<file path="config.mk">
export PLATFORM = sky130hd
export DESIGN_NAME = hmsm_queue
export DESIGN_NICKNAME = d
export VERILOG_FILES = /design/src/hw/rtl/hmsm_pkg.sv /design/src/hw/rtl/hmsm_queue.sv
export SDC_FILE = /design/constraint.sdc
export NUM_CORES = 1
export LEC_CHECK = 0
export BUFFER_PORTS_ARGS = -buffer_cell sky130_fd_sc_hd__buf_4
export CORE_AREA = 2 2 84 102
export DETAILED_ROUTE_END_ITERATION = 16
export DIE_AREA = 0 0 86 104
export GPL_TIMING_DRIVEN = 0
export PLACE_DENSITY_LB_ADDON = 0.3
export RECOVER_POWER = 100
export SLEW_MARGIN = 10
export SYNTH_ARGS = -nofsm -noshare
export SYNTH_HDL_FRONTEND = slang
export SYNTH_SLANG_ARGS = --single-unit
export TNS_END_PERCENT = 100
</file>
<file path="constraint.sdc">
create_clock -name clk_i -period 3.9 [get_ports clk_i]
set_input_delay 0.39 -clock clk_i [delete_from_list [all_inputs] [get_ports clk_i]]
set_output_delay 0.39 -clock clk_i [all_outputs]
set_load 0.02 [all_outputs]
</file>
<file path="src/hw/rtl/hmsm_pkg.sv">
// Shared types, constants and lookup tables for the Hu-moment shape matcher.
// No dependencies; imported by every module of the block.
package hmsm_pkg;

  localparam int unsigned MOMENT_W = 64;
  localparam int unsigned SIM_W    = 17;
  localparam int unsigned DIST_W   = 28;
  localparam int unsigned TERM_W   = 26;  // |log10 b - log10 a| in Q.16
  localparam int unsigned MANT_W   = 31;  // Q1.30 mantissa in the log unit
  localparam int unsigned FRAC_W   = 20;  // log2 fraction bits
  localparam int unsigned ZQ_W     = 21;  // d*d/2 in Q.16
  localparam int unsigned RQ_W     = 31;  // Q30 product, at most 1.0

  localparam logic [62:0]       EPS_BITS    = 63'h3EE4F8B588E368F1;
  localparam logic [DIST_W-1:0] DIST_MAX    = 28'hFFFFFFF;
  localparam logic [DIST_W-1:0] BELL_LIMIT  = 28'd327680;  // 5.0 in Q.16
  localparam logic [30:0]       LOG10_2_Q32 = 31'd1292913987;

  localparam int unsigned QUEUE_DEPTH = 2;
  localparam int unsigned QPTR_W      = 1;
  localparam int unsigned QCNT_W      = 2;

  typedef struct packed {
    logic              nz_a;
    logic              nz_b;
    logic              scored;  // both magnitudes above the threshold
    logic [TERM_W-1:0] term;
  } pair_t;

  typedef enum logic [2:0] {
    F_IDLE,
    F_SQR,
    F_SCALE,
    F_ROUND,
    F_PUSH
  } front_state_e;

  typedef enum logic [2:0] {
    B_ACC,
    B_SQR,
    B_INIT,
    B_MUL,
    B_FIN
  } back_state_e;

  // exp(-k) in Q30
  function automatic logic [RQ_W-1:0] exp_int_q30(input logic [4:0] k);
    logic [RQ_W-1:0] v;
    case (k)
      5'd0:    v = 31'd1073741824;
      5'd1:    v = 31'd395007542;
      5'd2:    v = 31'd145315150;
      5'd3:    v = 31'd53458459;
      5'd4:    v = 31'd19666269;
      5'd5:    v = 31'd7234819;
      5'd6:    v = 31'd2661538;
      5'd7:    v = 31'd979126;
      5'd8:    v = 31'd360201;
      5'd9:    v = 31'd132510;
      5'd10:   v = 31'd48747;
      5'd11:   v = 31'd17933;
      5'd12:   v = 31'd6597;
      default: v = '0;
    endcase
    return v;
  endfunction

  // exp(-2^-(i+1)) in Q30
  function automatic logic [29:0] exp_frac_q30(input logic [3:0] i);
    logic [29:0] v;
    case (i)
      4'd0:    v = 30'd651257337;
      4'd1:    v = 30'd836230970;
      4'd2:    v = 30'd947573831;
      4'd3:    v = 30'd1008687093;
      4'd4:    v = 30'd1040706256;
      4'd5:    v = 30'd1057095003;
      4'd6:    v = 30'd1065385901;
      4'd7:    v = 30'd1069555702;
      4'd8:    v = 30'd1071646719;
      4'd9:    v = 30'd1072693760;
      4'd10:   v = 30'd1073217664;
      4'd11:   v = 30'd1073479712;
      4'd12:   v = 30'd1073610760;
      4'd13:   v = 30'd1073676290;
      4'd14:   v = 30'd1073709056;
      default: v = 30'd1073725440;
    endcase
    return v;
  endfunction

endpackage

</file>
<file path="src/hw/rtl/hmsm_queue.sv">
// Two-entry queue of pairs, scored or not, between front and back end.
// Uses hmsm_pkg for the entry type.
module hmsm_queue (
  input  logic            clk_i,
  input  logic            rst_ni,
  input  logic            push_valid_i,
  output logic            push_ready_o,
  input  hmsm_pkg::pair_t push_data_i,
  output logic            pop_valid_o,
  input  logic            pop_ready_i,
  output hmsm_pkg::pair_t pop_data_o
);
  import hmsm_pkg::*;

  pair_t             mem_q [QUEUE_DEPTH];
  logic [QPTR_W-1:0] wr_ptr_q, rd_ptr_q;
  logic [QCNT_W-1:0] count_q;
  logic              do_push, do_pop;

  assign push_ready_o = (count_q != QCNT_W'(QUEUE_DEPTH));
  assign pop_valid_o  = (count_q != '0);
  assign pop_data_o   = mem_q[rd_ptr_q];
  assign do_push      = push_valid_i && push_ready_o;
  assign do_pop       = pop_valid_o && pop_ready_i;

  always_ff @(posedge clk_i or negedge rst_ni) begin
    if (!rst_ni) begin
      wr_ptr_q <= '0;
      rd_ptr_q <= '0;
      count_q  <= '0;
    end else begin
      if (do_push) begin
        wr_ptr_q <= wr_ptr_q + 1'b1;
      end
      if (do_pop) begin
        rd_ptr_q <= rd_ptr_q + 1'b1;
      end
      if (do_push && !do_pop) begin
        count_q <= count_q + 1'b1;
      end else if (do_pop && !do_push) begin
        count_q <= count_q - 1'b1;
      end
    end
  end

  always_ff @(posedge clk_i) begin
    if (do_push) begin
      mem_q[wr_ptr_q] <= push_data_i;
    end
  end

endmodule

</file>
== Yosys cells after proc, flatten, opt, wreduce, memory -nomap -nowiden ==
Memory sizes are Yosys's and may differ from the RTL's.
Cells that the tools add are included.
W data, S select, Z words.
Operators by class
  bitwise logic cells: 0
  shift-type cells: 0
  add/sub/neg operators: 4
  multiplexer cells: 4
  multipliers: 0
  $lt $le $gt $ge: 0
  divide/modulo/power cells: 0
  equality and inequality tests: 1
  reduce and logical (&&, ||, !) cells: 8
Operators with widths (count)
  $logic_and A1 B1 Y1: 4
  $mux W2: 2
  $reduce_bool A2 Y1: 2
  $add A1 B1 Y1 const B: 2
  $add A2 B1 Y2 const B: 1
  $logic_not A1 Y1: 2
  $mux W1: 2
  $ne A2 B2 Y1 const B: 1
  $sub A2 B1 Y2 const B: 1
Word-level totals
  output and inout bits: 31
  input port bits: 33
  flip-flop bits (word level): 4
  bits in read-only memories: 0
  latch bits: 0
  bits in writable memories: 58
  memories: 1
Memories
  mem_q: words 2, bits a word 29, rd ports 1, clocked after memory_dff 0, write ports 1, line hmsm_queue.sv:15  | pair_t mem_q [QUEUE_DEPTH];

== Logic depth before layout (Yosys ltp) ==
  depth after elaboration: 6
  depth in mapped cells: 7
  gate-level depth less buffers: 7

== Worst setup path after synthesis ==
No wires, ideal clock.
  path kind: register to register
  start: register count_q[0]
  end: memory mem_q[0][0] (netlist name) (enable)
  setup slack: 1573 ps
  arrival time: 1913 ps
  required time: 3485 ps
  cell stages (with the launch flop): 4
  path through: dfrtp_1 -> nand2b_4 -> nand2_1 -> nor2_1
On the way
  cells in the longest elaborated chain, start to end: 4
Ends and longest elaborated chain
  start: declaration: line hmsm_queue.sv:17  | logic [QCNT_W-1:0] count_q;
  start signal: assignment: line hmsm_queue.sv:39  | count_q <= count_q + 1'b1;
  start signal: assignment: line hmsm_queue.sv:41  | count_q <= count_q - 1'b1;
  $ne A2 B2 Y1: line hmsm_queue.sv:20  | assign push_ready_o = (count_q != QCNT_W'(QUEUE_DEPTH));
  named net push_ready_o: line hmsm_queue.sv:7  | output logic push_ready_o,
  $logic_and A1 B1 Y1: line hmsm_queue.sv:23  | assign do_push = push_valid_i && push_ready_o;
  $mux W1: line hmsm_queue.sv:47  | if (do_push) begin
  $mux W1 (not written as such): line hmsm_queue.sv:48  | mem_q[wr_ptr_q] <= push_data_i;
  end: declaration: line hmsm_queue.sv:15
The timed path passes the listed nets, and every way through them passes these cells.

== Final worst setup path ==
  start: register count_q[0]
  end: memory mem_q[1][5] (netlist name) (enable)
On the way
  cells in the longest elaborated chain, start to end: 4
Ends and longest elaborated chain (line)
  $ne A2 B2 Y1: hmsm_queue.sv:20
  $logic_and A1 B1 Y1: hmsm_queue.sv:23
  $mux W1: hmsm_queue.sv:47
  $mux W1 (not written as such): hmsm_queue.sv:48
No other way between the ends.

==> insert_results.sql <==
INSERT INTO impl_metrics (metric_group, metric, value, unit) VALUES
('worst_hold_path', 'worstHoldPathType', 'in2reg', ''),
('die', 'die_width', '86', 'um'),
('synthesis', 'synth.lib_cells_used.distinct', '14', ''),
('final_layout', 'area_added_between_synthesis_and_finish', '29.0', '%'),
('synthesis', 'synth_seq_cells', '62', ''),
('job', 'max-cap-violations', '1', ''),
('place', 'dpl.hpwl', '2.67', 'mm'),
('pwr', 'vdd.ir_drop.worst', '0.000219', 'V'),
('critical_path', 'critical_path_required', '3.84', 'ns'),
('global_route', 'gr_util_met1', '0.0974', ''),
('clock_tree', 'cts.path.max_buffers', '2', ''),
('clock_tree', 'h_tree_lvl_count', '3', ''),
('final_layout', 'final_cells', '284', ''),
('global_route', 'groute.usage.overall', '0.0955', ''),
('clock_tree', 'clk_latency', '0.34', 'ns'),
('die', 'num_rows', '36', ''),
('die', 'io-pin-count', '64', ''),
('global_route', 'grt_start_max_net_pins', '30', ''),
('timing', 'fin_crit', '2.18', 'ns'),
('global_route', 'overflow_left_after_global_routing', '0', ''),
('pwr', 'power.density_cell_area', '760', 'nW/um2'),
('die', 'floorplan.die_area', '8940', 'um2'),
('synthesis', 'yosysTopAreaCell', 'edfxtp_1', ''),
('place', 'placement.io_buffers', '63', ''),
('global_route', 'globalRoute.busiestLayer', 'met2', ''),
('detailed_routing', 'routed_wl', '4.00', 'mm'),
('detailed_routing', 'post_drt_via_cell_ratio', '4.28', ''),
('timing', 'final_hold_viol_count', '0', ''),
('detailed_routing', 'drtIter0Drc', '43', ''),
('synthesis', 'post_synth_inst_count', '108', ''),
('timing', 'max_clock_freq', '459', 'MHz'),
('detailed_routing', 'drt_drc_violations_left', '0', ''),
('final_layout', 'layout_common_cells', '58 x edfxtp_1, 34 x clkbuf_1, 29 x mux2_2, 27 x clkbuf_4, 9 x clkbuf_8', ''),
('timing', 'fin_tns_setup', '0', 'ns'),
('clock_tree', 'reg_clk_slew_reported_paths', '0.08', 'ns'),
('final_layout', 'n_antenna_cell', '0', ''),
('timing', 'finClkSkew', '0.0111', 'ns'),
('outcome', 'violations', 'capacitance limit, slew limit', ''),
('final_layout', 'final_net_count', '218', ''),
('synthesis', 'yosys_warnings', '0', ''),
('critical_path', 'critical_path.startpoint_type', 'flop', ''),
('outcome', 'run_status', 'finished, violations left', ''),
('clock_tree', 'tritoncts_sinks', '62', ''),
('synthesis', 'avgSynthCellArea', '21.4', 'um2'),
('final_layout', 'layout.cells.most_common', 'edfxtp_1', ''),
('clock_tree', 'clock-root-buffer', 'clkbuf_8', ''),
('synthesis', 'yosys-top-cells-area', 'edfxtp_1 75%, mux2_2 14%, dfrtp_1 4.3%', ''),
('synthesis', 'synth_sequential_area_ratio', '0.796', ''),
('die', 'core-area', '7970', 'um2'),
('timing', 'setup_ws', '1.72', 'ns'),
('place', 'dpl.cell_count', '267', ''),
('timing', 'report.final.setup_viol', '0', ''),
('critical_path', 'worstPathArrival', '2.12', 'ns'),
('timing', 'worst_slew_margin_rel', '-0.00469', ''),
('synthesis', 'post-synth-top-area-fraction', '0.753', ''),
('global_route', 'via_count_of_the_first_global_routing_pass', '1263', ''),
('detailed_routing', 'firstDrtPassIters', '4', ''),
('timing', 'timing_worst_slew_pin_value', '1.51', 'ns'),
('global_route', 'gr-usage-met2', '0.155', ''),
('place', 'place_ws', '2.20', 'ns'),
('global_route', 'wire_length_of_the_first_global_routing_pass', '6.21', 'mm'),
('global_route', 'met3_usage', '0.0484', ''),
('place', 'gp_routability_congestion', '0.658', ''),
('clock_tree', 'cts_setup_buffers', '0', ''),
('detailed_routing', 'detailroute.via_count', '1215', ''),
('global_route', 'number_of_antenna_violations_at_the_first_check_in_global_routing', '0', ''),
('synthesis', 'netlist_area', '2310', 'um2'),
('critical_path', 'crit_path_max_fanout', '29', ''),
('clock_tree', 'tritoncts', 'built', ''),
('detailed_routing', 'routedWlPerCell', '14.1', 'um'),
('critical_path', 'timing.setup.critical_path_class', 'reg2reg', ''),
('pwr', 'power.static_leakage', '1.05', 'nW'),
('die', 'initial_utilization', '0.290', ''),
('final_layout', 'fraction_of_layout_instances_using_a_drive_strength_above_1', '0.418', ''),
('critical_path', 'worst_setup_path_end_kind', 'flop', ''),
('detailed_routing', 'drt.antenna.violating_nets', '0', ''),
('synthesis', 'syn_nets', '142', ''),
('timing', 'fin_hold_ws', '0.253', 'ns'),
('timing', 'timing.final.max_slew_violations', '30', ''),
('clock_tree', 'tritoncts.num_buffers', '9', ''),
('die', 'die-height', '104', 'um'),
('timing', 'final_period_utilization', '0.559', ''),
('timing', 'grt_setup_unrepaired', 'false', '');
[final timing paths]
| kind | startpoint | endpoint | slack (ns) | cells after the start |
|---|---|---|---|---|
| max reg2reg | count_q[0]$_DFFE_PN0P_ | mem_q[1][5]$_DFFE_PP_ | 1.72 | 2 |
| max in group asynchronous | rst_ni | rd_ptr_q$_DFFE_PN0P_ | 3.29 | 2 |
| min in group asynchronous | rst_ni | count_q[1]$_DFFE_PN0P_ | 0.42 | 2 |
| min | push_data_i[8] | mem_q[1][8]$_DFFE_PP_ | 0.25 | 1 |
| min reg2reg | count_q[1]$_DFFE_PN0P_ | count_q[1]$_DFFE_PN0P_ | 0.49 | 1 |
| max | count_q[0]$_DFFE_PN0P_ | mem_q[1][5]$_DFFE_PP_ | 1.72 | 2 |
[final cells by class]
cell class	count	area [um2]
clock inverters	7	73.8
clock buffers	9	124
repair buffers	65	387
fillers	783	4990
flip-flops and latches	62	1840
multi-input cells	42	424
well taps	95	119
plain buffers	3	11.3
inverters	1	3.75
[power breakdown]
part / total, mW / internal (mW) / switching (mW)
Clock: 0.553 / 0.297 / 0.257
Combinational: 0.754 / 0.284 / 0.470
Sequential: 0.959 / 0.917 / 0.0421
[logic make-up after synthesis]
family	count (synthesis)	share of synthesized area
and+or+nand+nor	7	0.0222
muxes	29	0.141
adders and majority gates	1	0.00541
buffers and inverters	4	0.0162
DFF	62	0.796
xor gates and xnor gates	5	0.0189
[Yosys cell counts]
cell type,n
and3_1,1
nand2b_4,1
buf_6,3
nor2_1,2
edfxtp_1,58
mux2_2,29
xor2_1,2
nand2_4,1
xnor2_1,3
or2_4,1
nand2_1,1
dfrtp_1,4
ha_1,1
inv_1,1
[worst max-delay path: stages (launching register included)]
cell and delay, ns:
dfrtp_1 0.41, nand2b_1 0.17, and3_1 1.18
[stage by stage]
stage | power [mW] | area, um2 | util
floorplan | 1.54 | 2310 | -
global placement | 1.89 | 2910 | 0.364
detailed placement | 1.91 | 2930 | 0.368
CTS | 2.47 | 3140 | 0.394
global route | 2.39 | 2980 | 0.374
finish | 2.27 | 2980 | 0.374
[what timing repair did]
item                      CTS  global route
hold endpoints to repair    4             0
resized for setup           0             0
hold buffers                1             0
[flip-flops by register name (all words and copies together), names as in the netlist]
signal    count
wr_ptr_q      1
mem_q        58
rd_ptr_q      1
count_q       2
[layer usage]
| layer | wire (um) | up-vias |
|---|---|---|
| met1 | 1610 | 591 |
| met5 | 0 | - |
| li1 | - | 568 |
| met2 | 1980 | 48 |
| met4 | 86 | 0 |
| met3 | 327 | 8 |
No activity file was read; power rests on OpenSTA's default activity.
