File: config.mk
export PLATFORM = sky130hd
export DESIGN_NAME = hmsm_back
export DESIGN_NICKNAME = d
export VERILOG_FILES = /design/src/hw/rtl/hmsm_pkg.sv /design/src/hw/rtl/hmsm_back.sv
export SDC_FILE = /design/constraint.sdc
export NUM_CORES = 2
export LEC_CHECK = 0
export BUFFER_PORTS_ARGS = -buffer_cell sky130_fd_sc_hd__buf_2
export CAP_MARGIN = 30
export CORE_ASPECT_RATIO = 1.5
export CORE_MARGIN = 8
export CORE_UTILIZATION = 55
export CTS_CLUSTER_DIAMETER = 60
export DETAILED_ROUTE_END_ITERATION = 12
export PLACE_DENSITY = 0.81
export SYNTH_ARGS = -nofsm -noshare
export SYNTH_HDL_FRONTEND = slang
export SYNTH_SLANG_ARGS = --single-unit
File: constraint.sdc
create_clock -name clk_i -period 13.3 [get_ports clk_i]
set_input_delay 0.665 -clock clk_i [delete_from_list [all_inputs] [get_ports clk_i]]
set_output_delay 0.665 -clock clk_i [all_outputs]
set_load 0.05 [all_outputs]
File: src/hw/rtl/hmsm_pkg.sv
// Shared types, constants and lookup tables for the Hu-moment shape matcher.
// No dependencies; imported by every module of the block.
package hmsm_pkg;

  localparam int unsigned MOMENT_W = 64;
  localparam int unsigned SIM_W    = 17;
  localparam int unsigned DIST_W   = 28;
  localparam int unsigned TERM_W   = 26;  // |log10 b - log10 a| in Q.16
  localparam int unsigned MANT_W   = 31;  // Q1.30 mantissa in the log unit
  localparam int unsigned FRAC_W   = 20;  // log2 fraction bits
  localparam int unsigned ZQ_W     = 21;  // d*d/2 in Q.16
  localparam int unsigned RQ_W     = 31;  // Q30 product, at most 1.0

  localparam logic [62:0]       EPS_BITS    = 63'h3EE4F8B588E368F1;
  localparam logic [DIST_W-1:0] DIST_MAX    = 28'hFFFFFFF;
  localparam logic [DIST_W-1:0] BELL_LIMIT  = 28'd327680;  // 5.0 in Q.16
  localparam logic [30:0]       LOG10_2_Q32 = 31'd1292913987;

  localparam int unsigned QUEUE_DEPTH = 2;
  localparam int unsigned QPTR_W      = 1;
  localparam int unsigned QCNT_W      = 2;

  typedef struct packed {
    logic              nz_a;
    logic              nz_b;
    logic              scored;  // both magnitudes above the threshold
    logic [TERM_W-1:0] term;
  } pair_t;

  typedef enum logic [2:0] {
    F_IDLE,
    F_SQR,
    F_SCALE,
    F_ROUND,
    F_PUSH
  } front_state_e;

  typedef enum logic [2:0] {
    B_ACC,
    B_SQR,
    B_INIT,
    B_MUL,
    B_FIN
  } back_state_e;

  // exp(-k) in Q30
  function automatic logic [RQ_W-1:0] exp_int_q30(input logic [4:0] k);
    logic [RQ_W-1:0] v;
    case (k)
      5'd0:    v = 31'd1073741824;
      5'd1:    v = 31'd395007542;
      5'd2:    v = 31'd145315150;
      5'd3:    v = 31'd53458459;
      5'd4:    v = 31'd19666269;
      5'd5:    v = 31'd7234819;
      5'd6:    v = 31'd2661538;
      5'd7:    v = 31'd979126;
      5'd8:    v = 31'd360201;
      5'd9:    v = 31'd132510;
      5'd10:   v = 31'd48747;
      5'd11:   v = 31'd17933;
      5'd12:   v = 31'd6597;
      default: v = '0;
    endcase
    return v;
  endfunction

  // exp(-2^-(i+1)) in Q30
  function automatic logic [29:0] exp_frac_q30(input logic [3:0] i);
    logic [29:0] v;
    case (i)
      4'd0:    v = 30'd651257337;
      4'd1:    v = 30'd836230970;
      4'd2:    v = 30'd947573831;
      4'd3:    v = 30'd1008687093;
      4'd4:    v = 30'd1040706256;
      4'd5:    v = 30'd1057095003;
      4'd6:    v = 30'd1065385901;
      4'd7:    v = 30'd1069555702;
      4'd8:    v = 30'd1071646719;
      4'd9:    v = 30'd1072693760;
      4'd10:   v = 30'd1073217664;
      4'd11:   v = 30'd1073479712;
      4'd12:   v = 30'd1073610760;
      4'd13:   v = 30'd1073676290;
      4'd14:   v = 30'd1073709056;
      default: v = 30'd1073725440;
    endcase
    return v;
  endfunction

endpackage

File: src/hw/rtl/hmsm_back.sv
// Back end: saturating distance accumulator, pair counter and the
// sequential exp(-d^2/2) unit, with the output register. Uses hmsm_pkg.
module hmsm_back #(
  parameter int unsigned NUM_MOMENTS = 7
) (
  input  logic                         clk_i,
  input  logic                         rst_ni,
  input  logic                         pop_valid_i,
  output logic                         pop_ready_o,
  input  hmsm_pkg::pair_t              pop_data_i,
  output logic                         out_valid_o,
  input  logic                         out_ready_i,
  output logic [hmsm_pkg::SIM_W-1:0]   similarity_o,
  output logic [hmsm_pkg::DIST_W-1:0]  distance_o,
  output logic                         set_mismatch_o
);
  import hmsm_pkg::*;

  localparam int unsigned IDX_W = (NUM_MOMENTS > 1) ? $clog2(NUM_MOMENTS) : 1;
  localparam logic [IDX_W-1:0] LAST_IDX = IDX_W'(NUM_MOMENTS - 1);

  back_state_e       state_q, state_d;
  logic [IDX_W-1:0]  idx_q;
  logic [DIST_W-1:0] sum_q;
  logic              nz_a_q, nz_b_q;
  logic [3:0]        step_q;
  logic              out_valid_q;

  logic [DIST_W-1:0] dist_q;
  logic [ZQ_W-1:0]   z_q;
  logic [RQ_W-1:0]   r_q;
  logic [SIM_W-1:0]  out_sim_q;
  logic [DIST_W-1:0] out_dist_q;
  logic              out_mism_q, mism_q;

  logic              do_pop, last, out_free;
  logic [DIST_W:0]   acc;
  logic [DIST_W-1:0] sum_new, dist_new;
  logic              nz_a_new, nz_b_new, mism_new;
  logic [37:0]       sqr_prod;
  logic [60:0]       mul_prod;
  logic [RQ_W-1:0]   rnd_r;
  logic [SIM_W-1:0]  sim_new;
  logic [15:0]       z_frac;

  assign do_pop   = pop_valid_i && pop_ready_o;
  assign last     = (idx_q == LAST_IDX);
  assign out_free = !out_valid_q || out_ready_i;

  assign acc      = {1'b0, sum_q} + {3'b000, pop_data_i.term};
  assign sum_new  = !pop_data_i.scored ? sum_q :
                    (acc > {1'b0, DIST_MAX}) ? DIST_MAX : acc[DIST_W-1:0];
  assign nz_a_new = nz_a_q | pop_data_i.nz_a;
  assign nz_b_new = nz_b_q | pop_data_i.nz_b;
  assign mism_new = nz_a_new != nz_b_new;
  assign dist_new = mism_new ? DIST_MAX : sum_new;

  // bell curve datapath: d*d/2, then one Q30 product per fraction bit
  assign sqr_prod = dist_q[18:0] * dist_q[18:0];
  assign z_frac   = z_q[15:0];
  assign mul_prod = (r_q * exp_frac_q30(step_q)) + (61'd1 << 29);
  assign rnd_r    = r_q + (31'd1 << 13);
  assign sim_new  = (rnd_r[RQ_W-1:14] > 17'd65536) ? 17'd65536 : rnd_r[RQ_W-1:14];

  always_comb begin
    state_d = state_q;
    case (state_q)
      B_ACC: begin
        if (do_pop && last) begin
          state_d = (mism_new || dist_new >= BELL_LIMIT) ? B_FIN : B_SQR;
        end
      end
      B_SQR:  state_d = B_INIT;
      B_INIT: state_d = B_MUL;
      B_MUL: begin
        if (step_q == 4'd15) begin
          state_d = B_FIN;
        end
      end
      B_FIN: begin
        if (out_free) begin
          state_d = B_ACC;
        end
      end
      default: state_d = B_ACC;
    endcase
  end

  always_comb begin
    pop_ready_o    = (state_q == B_ACC);
    out_valid_o    = out_valid_q;
    similarity_o   = out_sim_q;
    distance_o     = out_dist_q;
    set_mismatch_o = out_mism_q;
  end

  always_ff @(posedge clk_i or negedge rst_ni) begin
    if (!rst_ni) begin
      state_q     <= B_ACC;
      idx_q       <= '0;
      sum_q       <= '0;
      nz_a_q      <= 1'b0;
      nz_b_q      <= 1'b0;
      step_q      <= '0;
      out_valid_q <= 1'b0;
    end else begin
      state_q <= state_d;
      if (do_pop) begin
        if (last) begin
          idx_q  <= '0;
          sum_q  <= '0;
          nz_a_q <= 1'b0;
          nz_b_q <= 1'b0;
        end else begin
          idx_q  <= idx_q + 1'b1;
          sum_q  <= sum_new;
          nz_a_q <= nz_a_new;
          nz_b_q <= nz_b_new;
        end
      end
      if (state_q == B_INIT) begin
        step_q <= '0;
      end else if (state_q == B_MUL) begin
        step_q <= step_q + 4'd1;
      end
      if (state_q == B_FIN && out_free) begin
        out_valid_q <= 1'b1;
      end else if (out_ready_i) begin
        out_valid_q <= 1'b0;
      end
    end
  end

  always_ff @(posedge clk_i) begin
    case (state_q)
      B_ACC: begin
        if (do_pop && last) begin
          dist_q <= dist_new;
          mism_q <= mism_new;
          r_q    <= '0;  // similarity 0 unless the bell unit runs
        end
      end
      B_SQR:  z_q <= sqr_prod[37:17];
      B_INIT: r_q <= exp_int_q30(z_q[20:16]);
      B_MUL: begin
        if (z_frac[4'd15 - step_q]) begin
          r_q <= mul_prod[60:30];
        end
      end
      B_FIN: begin
        if (out_free) begin
          out_sim_q  <= sim_new;
          out_dist_q <= dist_q;
          out_mism_q <= mism_q;
        end
      end
      default: ;
    endcase
  end

  a_idx_range: assert property (@(posedge clk_i) disable iff (!rst_ni)
    idx_q <= LAST_IDX)
    else $error("pair counter past the last moment");

  a_mismatch_out: assert property (@(posedge clk_i) disable iff (!rst_ni)
    out_valid_q && out_mism_q |-> out_dist_q == DIST_MAX && out_sim_q == '0)
    else $error("set mismatch without forced distance and zero similarity");

  a_far_zero: assert property (@(posedge clk_i) disable iff (!rst_ni)
    out_valid_q && out_sim_q != '0 |-> out_dist_q < BELL_LIMIT)
    else $error("nonzero similarity for a distance of 5.0 or more");

  a_mul_seq: assert property (@(posedge clk_i) disable iff (!rst_ni)
    state_q == B_MUL |=> state_q == B_MUL || state_q == B_FIN)
    else $error("bell unit left its product loop early");

endmodule

Word level (Yosys, flattened, before mapping)
Memory sizes are Yosys's and may differ from the RTL's. A register that Yosys moved wholly into a read port is not among the register bits.
Cells that the tools add are included.
{"block": "word_totals", "output_inout_bits": 48, "regBits": 168, "inputBits": 33, "n_memories": 2, "wordCells": 78, "romBits": 928}
{"block": "classes", "addsub": 6, "n_reduce_logical": 14, "order_cmp": 4, "multipliers": 2, "eq_ne": 11, "bitwise_logic": 2, "n_mux": 23}
{"name": "(name not given)", "words": 16, "word_bits": 29, "read_ports": 1, "rd_clocked_by_memory_dff": 1, "wr": 0, "line": "hmsm_pkg.sv:49", "source": "case (k)"}
{"name": "(name not given)", "words": 16, "word_bits": 29, "read_ports": 1, "rd_clocked_by_memory_dff": 0, "wr": 0, "line": "hmsm_pkg.sv:71", "source": "case (i)"}
{"cell": "$mux W28", "n": 4}
{"cell": "$mux W31", "n": 3}
{"cell": "$pmux W31 S3", "n": 1}
{"cell": "$add A61 B30 Y61 const B", "n": 1}
{"cell": "$mul A31 B30 Y61", "n": 1}
{"cell": "$mul A19 B19 Y38", "n": 1}
{"cell": "$add A31 B14 Y31 const B", "n": 1}
{"cell": "$add A28 B26 Y29", "n": 1}
{"cell": "$gt A29 B28 Y1 const B", "n": 1}
{"cell": "$ge A28 B19 Y1 const B", "n": 1}
{"cell": "$gt A17 B17 Y1 const B", "n": 1}
{"cell": "$mux W3", "n": 5}
{"cell": "$pmux W3 S5", "n": 1}
{"cell": "$mux W4", "n": 3}
{"cell": "$eq A3 B2 Y1 const B", "n": 2}
{"cell": "$eq A3 B3 Y1 const B", "n": 2}
{"cell": "$reduce_and A3 Y1", "n": 2}
{"cell": "$lt A4 B5 Y1 const B", "n": 1}
{"cell": "$mux W1", "n": 5}
{"cell": "$add A4 B1 Y4 const B", "n": 1}
{"cell": "$bmux W1 S4", "n": 1}
{"cell": "$eq A4 B4 Y1 const B", "n": 1}
{"cell": "$ne A2 B1 Y1 const B", "n": 2}
{"cell": "$ne A2 B2 Y1 const B", "n": 2}
{"cell": "other kinds (12)", "n": 18}

Depth between registers and ports, before layout
{"block": "depth", "ltp_word": 10, "mapped_depth": 35}

Worst setup path after synthesis
No wires, ideal clock.
{"block": "synth_path", "kind": "flip-flop to flip-flop", "start": "register step_q[0]", "end": "register r_q[23] (data pin)", "stages_incl_launch_ff": 32, "required_ns": 13.043, "arrival_time_ns": 9.141, "synth_period_minus_slack_ns": 9.398, "setup_slack_ns": 3.902, "cell_sequence": "dfrtp_1 -> buf_1 -> inv_1 -> ha_1 -> clkbuf_1 -> a211oi_1 -> clkbuf_1 -> nor3_1 -> fa_1 -> fa_1 -> fa_1 -> inv_1 -> fa_1 -> inv_1 -> fa_1 -> inv_1 -> fa_1 -> inv_1 -> fa_1 -> fa_1 -> ha_1 -> a21oi_1 -> o21ai_0 -> a2111oi_0 -> a31oi_2 -> nor4_4 -> o31a_2 -> o21ba_4 -> o21ai_2 -> a31o_1 -> a211o_1 -> a32o_1"}
{"block": "synth_via", "elab_chain_cells": 5}
{"item": "start, declared", "line": "hmsm_back.sv:26", "source": "logic [3:0] step_q;"}
{"item": "start signal, assigned", "line": "hmsm_back.sv:124", "source": "step_q <= step_q + 4'd1;"}
{"item": "$mem_v2 Z16 W29"}
{"item": "$mul A31 B30 Y61", "line": "hmsm_back.sv:61", "source": "assign mul_prod = (r_q * exp_frac_q30(step_q)) + (61'd1 << 29);"}
{"item": "$add A61 B30 Y61", "line": "hmsm_back.sv:61"}
{"item": "$mux W31", "line": "hmsm_back.sv:146", "source": "if (z_frac[4'd15 - step_q]) begin"}
{"item": "$pmux W31 S3", "line": "hmsm_back.sv:135", "source": "case (state_q)"}
{"item": "end signal, assigned", "line": "hmsm_back.sv:144", "source": "B_INIT: r_q <= exp_int_q30(z_q[20:16]);"}
{"item": "end signal, assigned", "line": "hmsm_back.sv:147", "source": "r_q <= mul_prod[60:30];"}
{"item": "end, declared", "line": "hmsm_back.sv:31", "source": "logic [RQ_W-1:0] r_q;"}
No other way between the ends. The select of a mux whose other input is x is not followed.
A chain may end at the register's enable or synchronous reset.

Worst setup path after layout
{"block": "layout_path", "start": "register step_q[0]", "end": "register r_q[11] (data pin)"}
Same word-level chain as after synthesis.

==> impl_results.rst <==
.. list-table::
   :header-rows: 1

   * - Metric
     - Value
   * - Setup repair after global routing missed its margin
     - no
   * - TritonCTS Buffers
     - 17
   * - Area of combinational cells with multiple inputs
     - ~38,000 um2
   * - Startpoint type of the worst setup path
     - flip-flop
   * - Total congestion overflow after global routing
     - 0
   * - Mapped Avg Cell Area
     - approximately 9.1 um2
   * - CP Data Arrival Time
     - about 11,000 ps
   * - Final wirelength
     - around 150,000 um
   * - TritonCTS clock tree
     - yes
   * - Post-CTS Setup Inserts
     - 0
   * - Slew Limit Headroom
     - 0.250
   * - Final hold violations
     - 0
   * - Cell at the root of the clock tree
     - sky130_fd_sc_hd__clkbuf_16
   * - Slowest stage cell on the critical path
     - sky130_fd_sc_hd__dfrtp_1
   * - Result of the run
     - finished, violations left
   * - Post-layout min period
     - 10,650 ps
   * - Count of input and output buffers
     - 80
   * - Detailed-route wire length per cell
     - ~24 um
   * - Net Count, Synth
     - 6,897
   * - Maximum single-stage delay on the critical path
     - 740 ps
   * - Die height
     - 382 um
   * - Crit path from
     - step_q[0]
   * - RR Startpoint
     - step_q[0]
   * - Number of synthesized register bits
     - between 150 and 200
   * - Critical path type
     - flip-flop to flip-flop
   * - Largest fanout of any net on the critical path
     - 31
   * - Initial core utilization
     - 0.554
   * - Post-detailed-route via-to-cell ratio
     - around 6.0
   * - Final Net Count
     - 6,837
   * - CTS Hold Bufs
     - 0
   * - Post-synthesis instance total
     - around 5,400
   * - Drc violations
     - 1
   * - Maximum clock frequency
     - 93.9 MHz
   * - Most common cell on crit path
     - sky130_fd_sc_hd__fa_1
   * - Global routing met1 resource utilization
     - 0.316
   * - Number of primary I/O pins
     - 81
   * - Sequential cell area
     - 5400 um2
   * - Final count of pins violating max slew
     - 0
   * - Setup TNS after final layout
     - 0 ps
   * - Post-route standard cell area excluding fillers
     - ~51,000 um2
   * - Wire length of the first global-routing pass
     - between 200,000 and 250,000 um
   * - Most Used Layer, Global Route
     - met2
   * - Data required time at the worst endpoint
     - roughly 14,000 ps
   * - Area post-placement
     - ~50,000 um2
   * - Placeable core area
     - about 89,000 um2
   * - Max Cap Violations
     - 0
   * - Sum of buffers and inverters on the critical path
     - 6
   * - Detailed router's first-iteration violation count
     - around 3,200
   * - Share of Yosys cell area claimed by the top area cell type
     - 0.430
   * - Number of endpoints failing setup at the final stage
     - 0
   * - Via count of the first global-routing pass
     - ~43,000
   * - Fraction of layout instances using a drive strength above 1
     - 0.0488
   * - Yosys cell types
     - 83
   * - Worst min-delay path class
     - input pin to async pin
   * - Clock tree sinks
     - 196
   * - Number of resized instances in the post-cts repair step
     - 0
   * - Syn Std Cell Area
     - a little under 50,000 um2
   * - Routability congestion estimate from global placement
     - around 1.0
   * - CP top delay family
     - adder cells
   * - H-tree Lvls
     - 4
   * - Post-synth EDFFs
     - between 100 and 150
   * - Grt met3 use
     - 0.0799
   * - Min Hold Slack
     - around 260 ps
   * - Utilization after layout
     - 0.581
   * - Failing checks
     - design-rule violations
   * - Primary FF master, synth
     - sky130_fd_sc_hd__edfxtp_1
   * - Leading cell types by total area after synthesis
     - sky130_fd_sc_hd__fa_1 (43%), sky130_fd_sc_hd__ha_1 (11%), sky130_fd_sc_hd__inv_1 (9.4%), sky130_fd_sc_hd__edfxtp_1 (7.8%), sky130_fd_sc_hd__nand2_1 (5.4%)
   * - Count of vias placed by the detailed router
     - roughly 39,000
   * - Area delta synth->final
     - 4.81%
   * - Die Width
     - 260 um
   * - Clock Tree Buf Depth
     - 2
   * - Clock input transition at the sequential cells of the worst setup and hold paths
     - around 90 ps
   * - Post-synthesis sequential area ratio
     - 0.110
   * - Post-route clock period utilization
     - 0.801
   * - Pin count of the biggest net entering global routing
     - 59
   * - Filler cells
     - between 7,000 and 8,000
   * - First-pass iteration count of the detailed router
     - 7
   * - Area of the die
     - 99,300 um2
   * - Clock latency reported for the late side of the worst-skew pair
     - 520 ps
   * - Initial antenna violation count
     - 7
   * - Yosys top cell by area
     - sky130_fd_sc_hd__fa_1
   * - Yosys warnings
     - 0
   * - Number of nets with antenna violations after detailed routing
     - 0
   * - Worst Max-Slew Pin Slew
     - 1120 ps
   * - Clock skew after layout
     - 24.8 ps
   * - Combined global-route utilization of all metal layers
     - 0.318
   * - Async set or reset register ratio after synthesis
     - 0.209
   * - Worst Setup End Kind
     - flip-flop
   * - Met2 GRT Util
     - 0.535
   * - Std-Cell Rows
     - 134
   * - Sum of net half-perimeters after detailed placement
     - 117,000 um
-- worst register-to-register path: cells and delay by family (launching register included) --
family                   cells  cell delay [ps]
AO/OA/AOI/OAI                9             1900
XOR/XNOR                     1              180
flip-flops                   1              740
AND/OR/NAND/NOR              5             1900
adder cells (fa/ha/maj)     10             4750
buffers and inverters        6              930
-- cells in the final DEF (no fill, tap or decap), drive strengths merged, types with 20 or more instances in the layout --
cell / synthesis / layout
buf: 17 / 163
nor3: 90 / 90
dfrtp: 41 / 41
o21a: 20 / 20
a21oi: 136 / 136
nand2: 702 / 702
inv: 1238 / 1245
nor2b: 21 / 21
nand3: 40 / 40
clkinv: 17 / 22
ha: 438 / 438
fa: 1056 / 1056
o21ai: 143 / 143
xnor2: 55 / 55
a21o: 51 / 51
nor2: 268 / 268
and2: 386 / 386
edfxtp: 127 / 127
and3: 20 / 20
dfxtp: 28 / 28
xor2: 38 / 38
-- Yosys cell counts, types with 4 or more instances --
cell type and count:
sky130_fd_sc_hd__nand3_1 40, sky130_fd_sc_hd__nor2_1 268, sky130_fd_sc_hd__o21bai_1 5, sky130_fd_sc_hd__dfrtp_1 41, sky130_fd_sc_hd__o21a_1 20, sky130_fd_sc_hd__nor2b_1 21
sky130_fd_sc_hd__dfxtp_1 28, sky130_fd_sc_hd__o22ai_1 11, sky130_fd_sc_hd__nor3_1 90, sky130_fd_sc_hd__edfxtp_1 127, sky130_fd_sc_hd__buf_2 4, sky130_fd_sc_hd__nand4_1 17
sky130_fd_sc_hd__o21ai_1 10, sky130_fd_sc_hd__nand2b_1 16, sky130_fd_sc_hd__a21o_1 51, sky130_fd_sc_hd__o211ai_1 15, sky130_fd_sc_hd__o21ai_0 132, sky130_fd_sc_hd__a211o_1 6
sky130_fd_sc_hd__nor4_1 6, sky130_fd_sc_hd__o31ai_1 5, sky130_fd_sc_hd__a31oi_1 10, sky130_fd_sc_hd__and2_1 385, sky130_fd_sc_hd__and3_1 20, sky130_fd_sc_hd__mux4_2 6
sky130_fd_sc_hd__ha_1 438, sky130_fd_sc_hd__or3_1 7, sky130_fd_sc_hd__inv_2 8, sky130_fd_sc_hd__fa_1 1056, sky130_fd_sc_hd__nor3b_1 4, sky130_fd_sc_hd__mux2i_1 4
sky130_fd_sc_hd__or2_2 11, sky130_fd_sc_hd__nand2_1 701, sky130_fd_sc_hd__xnor2_1 55, sky130_fd_sc_hd__a22o_1 8, sky130_fd_sc_hd__buf_1 12, sky130_fd_sc_hd__xor2_1 38
sky130_fd_sc_hd__a211oi_1 15, sky130_fd_sc_hd__inv_1 1230, sky130_fd_sc_hd__clkbuf_1 225, sky130_fd_sc_hd__or2_1 4, sky130_fd_sc_hd__a21oi_1 136, sky130_fd_sc_hd__clkinv_1 17
-- per-stage QoR --
| step | worst slack, ps | std cells |
|---|---|---|
| after global placement | 3060 | 6438 |
| after CTS | 2860 | 6476 |
| after detailed placement | 2850 | 6444 |
| final | 2650 | 6485 |
| after global routing | 2280 | 6480 |
| after floorplan | 3900 | 5370 |
-- path summary, 6_finish.rpt --
kind | depth (start not counted) | endpoint | slack [ps]
setup / recovery | 31 | r_q[11] | 2650
hold / removal | 2 | sum_q[20] | 260
setup reg to reg | 31 | r_q[11] | 2650
hold reg to reg | 0 | distance_o[26] | 430
max in group asynchronous | 2 | step_q[3] | 12520
min in group clk_i | 3 | nz_a_q | 410
-- area by class of cell --
cell class                      instances  area share
Multi-Input combinational cell       3677       0.743
Sequential cell                       196       0.105
Inverter                             1255      0.0915
Tap cell                             1156      0.0281
Timing Repair Buffer                  163      0.0215
Clock buffer                           18     0.00834
Clock inverter                         14     0.00272
Antenna cell                            6    0.000292
-- cell families (layout without fill, tap and decap cells) --
logic type,after synthesis,count (layout),share of synthesized area
adder cells (fa/ha/maj),1494,1494,0.542
XOR/XNOR,93,93,0.0166
flip-flops,196,196,0.110
AO/OA/AOI/OAI,476,476,0.0607
buffers and inverters,1497,1450,0.115
multiplexers,13,13,0.00425
other,0,6,0
AND/OR/NAND/NOR,1601,1601,0.152
-- per-layer routing --
metal | part of all wire | routed length, um
met4 | 0.12 | 18300
met2 | 0.49 | 74800
met5 | 0 | 0
met3 | 0.096 | 14700
met1 | 0.30 | 46100
Power is left out: the tool's default activity adds up to more than one toggle a clock period on the data nets, which glitch-free logic cannot reach.
